### config.mk
export PLATFORM = sky130hd
export DESIGN_NAME = lru_key_value_cache_top
export DESIGN_NICKNAME = d
export VERILOG_FILES = /design/src/hw/rtl/lkvc_pkg.sv /design/src/hw/rtl/lkvc_cell.sv /design/src/hw/rtl/lru_key_value_cache_top.sv
export SDC_FILE = /design/constraint.sdc
export NUM_CORES = 1
export LEC_CHECK = 0
export BUFFER_PORTS_ARGS = -buffer_cell sky130_fd_sc_hd__buf_2
export CAP_MARGIN = 20
export CORE_UTILIZATION = 40
export DETAILED_ROUTE_END_ITERATION = 10
export GPL_ROUTABILITY_DRIVEN = 0
export PLACE_DENSITY_LB_ADDON = 0.2
export SETUP_SLACK_MARGIN = 0.4
export SLEW_MARGIN = 20
export SYNTH_ARGS = -nofsm -noshare
export SYNTH_HDL_FRONTEND = slang
export SYNTH_SLANG_ARGS = --single-unit
### constraint.sdc
create_clock -name clk -period 13.6 [get_ports clk]
set_input_delay 2.72 -clock clk [delete_from_list [all_inputs] [get_ports clk]]
set_output_delay 2.72 -clock clk [all_outputs]
set_load 0.05 [all_outputs]
### src/hw/rtl/lkvc_pkg.sv
// Shared request, response and cell control types for the LRU key-value cache.
package lkvc_pkg;

    localparam int unsigned CAP_W         = 5;
    localparam logic [CAP_W-1:0] CAP_RESET = 5'd16;

    localparam logic OP_GET = 1'b0;
    localparam logic OP_PUT = 1'b1;

    typedef struct packed {
        logic               op;
        logic signed [31:0] key;
        logic signed [31:0] value;
    } req_t;

    typedef struct packed {
        logic               hit;
        logic signed [31:0] read_value;
    } rsp_t;

    // Per-cell control: capture registers the key compare, shift takes the neighbor's entry.
    typedef struct packed {
        logic capture;
        logic shift;
    } cell_ctl_t;

endpackage

### src/hw/rtl/lkvc_cell.sv
// One position of the recency chain: holds an entry, compares it and shifts from its neighbor.
module lkvc_cell (
    input  logic               clk,
    input  logic               rst_n,
    input  lkvc_pkg::cell_ctl_t ctl,
    input  logic signed [31:0] req_key,
    input  logic signed [31:0] prev_key,
    input  logic signed [31:0] prev_value,
    input  logic               prev_valid,
    input  logic               below_in,
    output logic signed [31:0] key,
    output logic signed [31:0] value,
    output logic               valid,
    output logic               match,
    output logic               below_out
);
    import lkvc_pkg::*;

    logic signed [31:0] key_reg;
    logic signed [31:0] value_reg;
    logic               valid_reg;
    logic               match_reg;

    always_ff @(posedge clk or negedge rst_n)
    begin
        if (!rst_n)
        begin
            valid_reg <= 1'b0;
            match_reg <= 1'b0;
        end
        else
        begin
            if (ctl.capture)
            begin
                match_reg <= valid_reg && (key_reg == req_key);
            end
            if (ctl.shift)
            begin
                valid_reg <= prev_valid;
            end
        end
    end

    always_ff @(posedge clk)
    begin
        if (ctl.shift)
        begin
            key_reg   <= prev_key;
            value_reg <= prev_value;
        end
    end

    assign key       = key_reg;
    assign value     = value_reg;
    assign valid     = valid_reg;
    assign match     = match_reg;
    assign below_out = match_reg | below_in;

endmodule

### src/hw/rtl/lru_key_value_cache_top.sv
// Top level of the LRU key-value cache: request/response channels, chain of cells, control.
//
// Usage: a request (op, key, value) is offered on in_valid/in_data and taken when in_ready
// is high. A get looks the key up; a put stores key and value as the most recent entry,
// evicting the least recent entry when the store is full and the key is new. Every request
// produces exactly one response (hit, read_value) on out_valid/out_data.
// The capacity register is written through cfg_valid/cfg_data; cfg_ready is always high.
// Write it only while no request is in flight.
// Operation: in IDLE the request is taken and every cell
// compares its key with the request key and registers the match; in UPDATE the chain
// shifts and the response is loaded into the output register, once that register is free.
// A new request is taken only back in IDLE, so the cache cannot take a new request before
// the previous one has been applied to the chain.
// Reset clears all valid bits, the fill count and the output valid bit, and sets the
// capacity to 16. Entry keys and values are not reset.
// When the receiver stalls, the response waits in the output register; one further request
// may be taken and compared, and its update is held until the output register is free.
module lru_key_value_cache_top #(
    parameter int unsigned MAX_ENTRIES = 16
) (
    input  logic                         clk,
    input  logic                         rst_n,
    input  logic                         in_valid,
    output logic                         in_ready,
    input  lkvc_pkg::req_t               in_data,
    output logic                         out_valid,
    input  logic                         out_ready,
    output lkvc_pkg::rsp_t               out_data,
    input  logic                         cfg_valid,
    output logic                         cfg_ready,
    input  logic [lkvc_pkg::CAP_W-1:0]   cfg_data
);
    import lkvc_pkg::*;

    localparam int unsigned FILL_W = $clog2(MAX_ENTRIES + 1);
    localparam int unsigned CMP_W  = (FILL_W > CAP_W) ? FILL_W : CAP_W;

    // One-hot control: IDLE takes a request and captures the compare, UPDATE applies it.
    typedef enum logic [1:0] {
        ST_IDLE   = 2'b01,
        ST_UPDATE = 2'b10
    } state_t;

    state_t state_reg, state_next;

    logic [CAP_W-1:0]  capacity_reg;
    logic [FILL_W-1:0] fill_reg, fill_next;
    req_t              req_reg;
    logic              out_valid_reg, out_valid_next;
    rsp_t              out_data_reg, out_data_next;

    // Chain wiring; index 0 is the most recent position.
    logic signed [31:0] cell_key   [MAX_ENTRIES];
    logic signed [31:0] cell_value [MAX_ENTRIES];
    logic               cell_valid [MAX_ENTRIES];
    logic               cell_match [MAX_ENTRIES];
    logic               below      [MAX_ENTRIES+1];
    cell_ctl_t          cell_ctl   [MAX_ENTRIES];

    logic               accept;
    logic               do_update;
    logic               hit_any;
    logic signed [31:0] hit_value;
    logic signed [31:0] head_value;
    logic [CMP_W-1:0]   cap_eff;
    logic [CMP_W-1:0]   fill_ext;
    logic [CMP_W-1:0]   limit;
    logic               full;

    assign cfg_ready = 1'b1;
    assign in_ready  = (state_reg == ST_IDLE);
    assign accept    = in_valid && in_ready;
    assign do_update = (state_reg == ST_UPDATE) && (!out_valid_reg || out_ready);

    // The chain holds unique keys, so at most one cell matches and an OR picks its value.
    always_comb
    begin
        hit_value = '0;
        for (int i = 0; i < MAX_ENTRIES; i++)
        begin
            if (cell_match[i])
            begin
                hit_value = hit_value | cell_value[i];
            end
        end
    end

    assign hit_any    = below[0];
    assign head_value = (req_reg.op == OP_PUT) ? req_reg.value : hit_value;

    // Capacity out of range is clamped: zero acts as one, above the depth acts as the depth.
    always_comb
    begin
        if (capacity_reg == '0)
        begin
            cap_eff = CMP_W'(1);
        end
        else if (CMP_W'(capacity_reg) > CMP_W'(MAX_ENTRIES))
        begin
            cap_eff = CMP_W'(MAX_ENTRIES);
        end
        else
        begin
            cap_eff = CMP_W'(capacity_reg);
        end
    end

    assign fill_ext = CMP_W'(fill_reg);
    assign full     = (fill_ext >= cap_eff);
    // On a put of a new key, cells up to and including this limit take their neighbor's entry.
    assign limit    = full ? (fill_ext - CMP_W'(1)) : fill_ext;

    assign below[MAX_ENTRIES] = 1'b0;

    generate
        for (genvar i = 0; i < MAX_ENTRIES; i++)
        begin : g_cell
            logic signed [31:0] prev_key;
            logic signed [31:0] prev_value;
            logic               prev_valid;
            logic               shift_sel;

            if (i == 0)
            begin : g_head
                assign prev_key   = req_reg.key;
                assign prev_value = head_value;
                assign prev_valid = 1'b1;
                assign shift_sel  = hit_any || (req_reg.op == OP_PUT);
            end
            else
            begin : g_body
                assign prev_key   = cell_key[i-1];
                assign prev_value = cell_value[i-1];
                assign prev_valid = cell_valid[i-1];
                // On a hit, every cell down to the matching one moves one place.
                assign shift_sel  = hit_any ? below[i]
                                  : ((req_reg.op == OP_PUT) && (CMP_W'(i) <= limit));
            end

            assign cell_ctl[i] = '{capture: accept, shift: (do_update && shift_sel)};

            lkvc_cell u_cell (
                .clk        (clk),
                .rst_n      (rst_n),
                .ctl        (cell_ctl[i]),
                .req_key    (in_data.key),
                .prev_key   (prev_key),
                .prev_value (prev_value),
                .prev_valid (prev_valid),
                .below_in   (below[i+1]),
                .key        (cell_key[i]),
                .value      (cell_value[i]),
                .valid      (cell_valid[i]),
                .match      (cell_match[i]),
                .below_out  (below[i])
            );
        end
    endgenerate

    always_comb
    begin
        state_next     = state_reg;
        fill_next      = fill_reg;
        out_valid_next = out_valid_reg;
        out_data_next  = out_data_reg;

        if (out_valid_reg && out_ready)
        begin
            out_valid_next = 1'b0;
        end

        case (state_reg)
            ST_IDLE:
            begin
                if (accept)
                begin
                    state_next = ST_UPDATE;
                end
            end
            ST_UPDATE:
            begin
                if (do_update)
                begin
                    state_next               = ST_IDLE;
                    out_valid_next           = 1'b1;
                    out_data_next.hit        = hit_any;
                    out_data_next.read_value = (!hit_any || (req_reg.op == OP_PUT))
                                             ? '0 : hit_value;
                    if (!hit_any && (req_reg.op == OP_PUT) && !full)
                    begin
                        fill_next = fill_reg + FILL_W'(1);
                    end
                end
            end
            default:
            begin
                state_next = ST_IDLE;
            end
        endcase
    end

    always_ff @(posedge clk or negedge rst_n)
    begin
        if (!rst_n)
        begin
            state_reg     <= ST_IDLE;
            capacity_reg  <= CAP_RESET;
            fill_reg      <= '0;
            out_valid_reg <= 1'b0;
        end
        else
        begin
            state_reg     <= state_next;
            fill_reg      <= fill_next;
            out_valid_reg <= out_valid_next;
            if (cfg_valid && cfg_ready)
            begin
                capacity_reg <= cfg_data;
            end
        end
    end

    always_ff @(posedge clk)
    begin
        out_data_reg <= out_data_next;
        if (accept)
        begin
            req_reg <= in_data;
        end
    end

    assign out_valid = out_valid_reg;
    assign out_data  = out_data_reg;

endmodule

# --- Word level (Yosys, flattened, before mapping) ---
# Index checks and enable logic that the tools add are counted.
op_classes:
  add_sub_neg: 2
  magnitude_cmp: 17
  eq_ne: 20
  muxes: 41
  bitwise: 30
  n_reduce_logical: 62
op_table:
  columns: ["op", "count"]
  rows:
  - ["2-to-1 mux 32 bit", 17]
  - ["== test 32 bit", 16]
  - ["OR 32 bit", 15]
  - ["logical AND 1 bit", 52]
  - ["less-or-equal comparator 4 x 5 -> 1 bit, first input constant", 8]
  - ["less-or-equal comparator 3 x 5 -> 1 bit, first input constant", 4]
  - ["2-to-1 mux 1 bit", 18]
  - ["2-to-1 mux 5 bit", 3]
  - ["OR 1 bit", 15]
  - ["less-or-equal comparator 2 x 5 -> 1 bit, first input constant", 2]
  - ["adder 5 x 1 -> 5 bit, second input constant", 1]
  - [">= comparator 5 bit", 1]
  - ["greater-than comparator 5 bit, second input constant", 1]
  - ["less-or-equal comparator 1 x 5 -> 1 bit, first input constant", 1]
  - ["logical NOT 5 bit", 1]
  - ["subtractor 5 x 1 -> 5 bit, second input constant", 1]
  - ["2-to-1 mux 2 bit", 2]
  - ["case mux 2 bit (2 select lines)", 1]
  - ["AND reduction 2 bit", 2]
  - ["logical NOT 1 bit", 3]
  - ["logical OR 1 bit", 3]
  - ["AND reduction 3 bit", 1]
  - ["== test 2 x 1 -> 1 bit, second input constant", 1]
  - ["== test 2 bit, second input constant", 1]
  - ["2 further kinds", 2]
totals:
  register_bits: 1167
  in_bits: 75
  elab_cells: 245

# --- Longest topological paths before layout ---
depth:
  word_depth: 32
  ltp_mapped: 12
  mapped_depth_nobuf: 11

# --- Cells and area by module ---
# A second synthesis with hierarchy kept.
unflattened:
  hier_cells: 2559
  hier_area_um2: 45197.1
by_module_without_submodules:
  columns: ["module", "n_inst", "cells_per_inst", "area_each_um2", "seq_area_each_um2"]
  rows:
  - ["lkvc_cell", 16, 113, 2354.8, 1971.9]
  - ["lru_key_value_cache_top", 1, 751, 7521.0, 3270.6]

# --- Worst setup path after synthesis ---
# OpenSTA, ideal clock, no wires.
synth_path:
  path_type: "input port to flip-flop"
  startpoint: "input out_ready"
  endpoint: "register g_cell[2].u_cell.valid_reg"
  arrival_ns: 8.505
  slack_ns: 5.007
  path_stages: 6
  path_buffers: 0
  cell_sequence: "nand2b_1 -> nand2b_1 -> inv_1 -> nand2_1 -> o21ai_0 -> mux2_2"
synth_lines:
  columns: ["element", "line_no", "text"]
  rows:
  - ["from (decl)", "lru_key_value_cache_top.sv:27", "input logic out_ready,"]
  - ["to (signal assigned)", "lkvc_cell.sv:39", "valid_reg <= prev_valid;"]
  - ["to (decl)", "lkvc_cell.sv:21", "logic valid_reg;"]

==> run summary <==
======================================================================================
Result of the run                                                         complete, no violations
Clock root buffer                                                            clkbuf_16
Skew final                                                                   0.0397 ns
Post-Syn Nets                                                                     2796
Clk buf depth                                                                        3
Drt pass-1 iters                                                                     6
Number of distinct standard cells referenced by the synthesized netlist             68
CTS tree                                                                         built
Post-synth ARST share                                                            3.86%
Detailed router's first-iteration violation count                                 2713
Worst Setup Slack, final                                                       7.91 ns
Total routing resource utilization after global routing                          22.8%
Worst path bufs/invs                                                                 4
Relative slew slack                                                              22.3%
Setup slack of the worst register-to-register path                             8.87 ns
Final setup violation count                                                          0
Number of cells on the worst reg-to-reg path                                        10
Destination of the worst hold path                                        g_cell[0].u_cell.key[25]$_DFFE_PP_
Total number of yosys warnings                                                       0
Total Power Consumption                                                        7.95 mW
Critical path startpoint                                                     out_ready
# hold bufs at CTS                                                                   0
Top cell type's share of synthesized area                                        74.1%
Max Fanout on Critical Path                                                         49
FILL cells                                                                        9630
Count of clock tree sinks                                                         1167
Class of the tightest hold or removal check                               flip-flop to flip-flop
Count of input and output buffers                                                  109
Wire length per cell                                                           29.6 um
Post-synthesis area per instance                                            16.8 sq um
Minimum setup slack after placement                                            6.68 ns
Core area                                                                  0.113 sq mm
Starting density of the core                                                     40.4%
Total number of placement rows                                                     123
Max-slew violation total from the final report                                       0
Number of design rule violations left after detail routing                           0
Post-Route Hold Slack                                                         0.413 ns
CP delay by family, top                                                   buffers and inverters
Data arrival, critical path                                                    6.28 ns
Via count                                                                        25800
Share of the yosys chip area belonging to registers                              76.5%
Met2 layer wire length in the routed design                                   62400 um
Highest cell delay on the worst timing path                                    0.74 ns
Cell type with the highest aggregate area in the netlist                      edfxtp_1
Count of flip-flops with a built-in enable after synthesis                        1122
Die span in x                                                                   339 um
Post-detailed-placement half-perimeter wirelength                             78300 um
Mapped Area                                                               0.0455 sq mm
Wire length of the first global-routing pass                                 191000 um
Library cell contributing the largest single delay on the critical path        o21ai_4
Post-route setup TNS                                                              0 ns
Critical path endpoint category                                              flip-flop
Clock insertion delay at the later pin of the skew report                      0.74 ns
Number of cells on the worst hold path                                               0
Crit share post-route                                                            41.8%
Leading register cell type out of synthesis                                   edfxtp_1
Worst slew pin tran                                                            1.16 ns
Global-route congestion overflow total                                               0
Layout Area Growth over Synthesis                                                14.4%
Count of pins on the block boundary                                                111
Post-Route Utilization                                                           46.2%
Critical R2R Capture                                                      g_cell[4].u_cell.value[6]$_DFFE_PP_
Max-cap violations                                                                   0
Startpoint of the worst hold path                                         g_cell[0].prev_key[25]$_DFFE_PP_
Detailed route wirelength on metal3                                           10100 um
Number of global-route vias before repair                                        26400
List of cells traversed by the critical path                              buf_2 -> nand2b_1 -> nand2b_2 -> inv_2 -> buf_4 -> nand2_1 -> o21ai_4 -> buf_4 -> mux2_2
Post-route cell area                                                      0.0520 sq mm
Placed cell area                                                          0.0479 sq mm
Setup repair after global routing missed its margin                                 no
Power density normalized to cell area                                      153 mW/mm^2
Startpoint type of the worst setup path                                   primary input
Top library cells by usage in the layout, fill and taps aside             1122 x edfxtp_1, 285 x xnor2_1, 221 x xor2_1, 146 x a22oi_1, 120 x clkbuf_16
M1 WL                                                                         55500 um
Worst path most repeated cell                                                    buf_4
Fmax                                                                           176 MHz
Post-detailed-route count of antenna-violating nets                                  0
Top layer used by detailed routing                                                met4
Data required time at the worst endpoint                                      14.19 ns
Maximum number of pins on one net before global-route repair                        69
CTS H-Tree Depth                                                                     3
Most common library cell in the layout ignoring fill and taps                 edfxtp_1
Main area contributors after synthesis                                    edfxtp_1 74%, xnor2_1 5.5%, xor2_1 4.3%, a22oi_1 2.4%, dfrtp_1 2.4%
Die Area                                                                   0.115 sq mm
Gate count after technology mapping                                               2714
Count of antenna diodes in the layout                                                0
Initial antenna violation count                                                      3
Min Clock Period, post-route                                                   5.69 ns
Routed vias/inst                                                                  5.79
Leak                                                                           16.6 nW
Final wirelength                                                             132000 um
Worst ir drop on vdd                                                          0.116 mV
Critical setup path kind                                                  primary input to flip-flop
Number of buffers inserted during clock tree synthesis                             120
Placed insts                                                                      4228
Share of post-route cells with drive strength above 1                            13.7%
Yosys reg bits                                                                    1167
Final hold vios                                                                      0
Clock-pin slew of the registers on the worst-case setup and hold paths         0.06 ns
Vertical die dimension                                                          339 um
# nets final                                                                      2934
Count of placed standard cells in the final layout, fillers left out              4455
Worst flop-to-flop path startpoint                                        fill_ext[0]$_DFFE_PN0P_
Cts repair resizes                                                                   0
Number of buffers added for setup after CTS                                          0
======================================================================================
-- final cells by class --
class | count | area (sq um) | area share [%]
clock buffers | 137 | 3070 | 5.89
multi-input cells | 1367 | 10100 | 19.5
repair buffers | 166 | 1000 | 1.93
flip-flops and latches | 1167 | 34800 | 66.9
inverters | 30 | 119 | 0.228
clock inverters | 88 | 1010 | 1.95
well taps | 1500 | 1880 | 3.61
-- how the worst max path moves through the flow --
stage | slack (ns) | endpoint | depth (start not counted)
2_1_floorplan | 5.01 | g_cell[2].u_cell.valid$_DFFE_PN0P_ | 6
3_3_place_gp | 6.74 | g_cell[3].u_cell.valid$_DFFE_PN0P_ | 9
3_5_place_dp | 6.68 | g_cell[3].u_cell.valid$_DFFE_PN0P_ | 9
4_1_cts | 7.47 | g_cell[3].u_cell.valid$_DFFE_PN0P_ | 9
5_1_grt | 7.63 | g_cell[2].u_cell.valid$_DFFE_PN0P_ | 9
6_report | 7.91 | g_cell[2].u_cell.valid$_DFFE_PN0P_ | 9
-- per-layer routing --
layer / up-vias / GRT usage (%)
li1: 10800 / -
met1: 13400 / 31.9
met2: 1330 / 36.6
met3: 256 / 4.01
met4: 0 / 6.58
met5: - / 0
-- power by group --
part | switching, mW | total, mW | internal, mW
registers | 0.0667 | 4.08 | 4.01
logic | 0.305 | 0.443 | 0.138
clock network | 1.45 | 3.42 | 1.97
-- cells by family (layout without fill, tap and decap cells) --
family | count (synthesis) | in the layout | synth area share (%)
buf+inv | 180 | 421 | 1.52
mux | 20 | 20 | 0.476
fa+ha+maj | 7 | 7 | 0.193
simple gates | 453 | 453 | 5.23
compound gates | 380 | 380 | 6.29
xor+xnor | 506 | 506 | 9.74
other cells | 1 | 1 | 0.00824
flops | 1167 | 1167 | 76.5
-- Yosys cell counts, drive strengths merged, types with 5 or more instances --
cell type and instances:
a21o 5, a21oi 44, a221oi 57, a22o 58, a22oi 146, and3 5
buf 25, clkbuf 125, dfrtp 43, edfxtp 1122, ha 7, inv 30
mux2 13, mux2i 7, nand2 40, nand2b 8, nand3 65, nand4 104
nor2 115, nor3 28, nor4 66, o21ai 27, o22ai 7, or3 5
xnor2 285, xor2 221
Power figures use the tool's default switching activity.
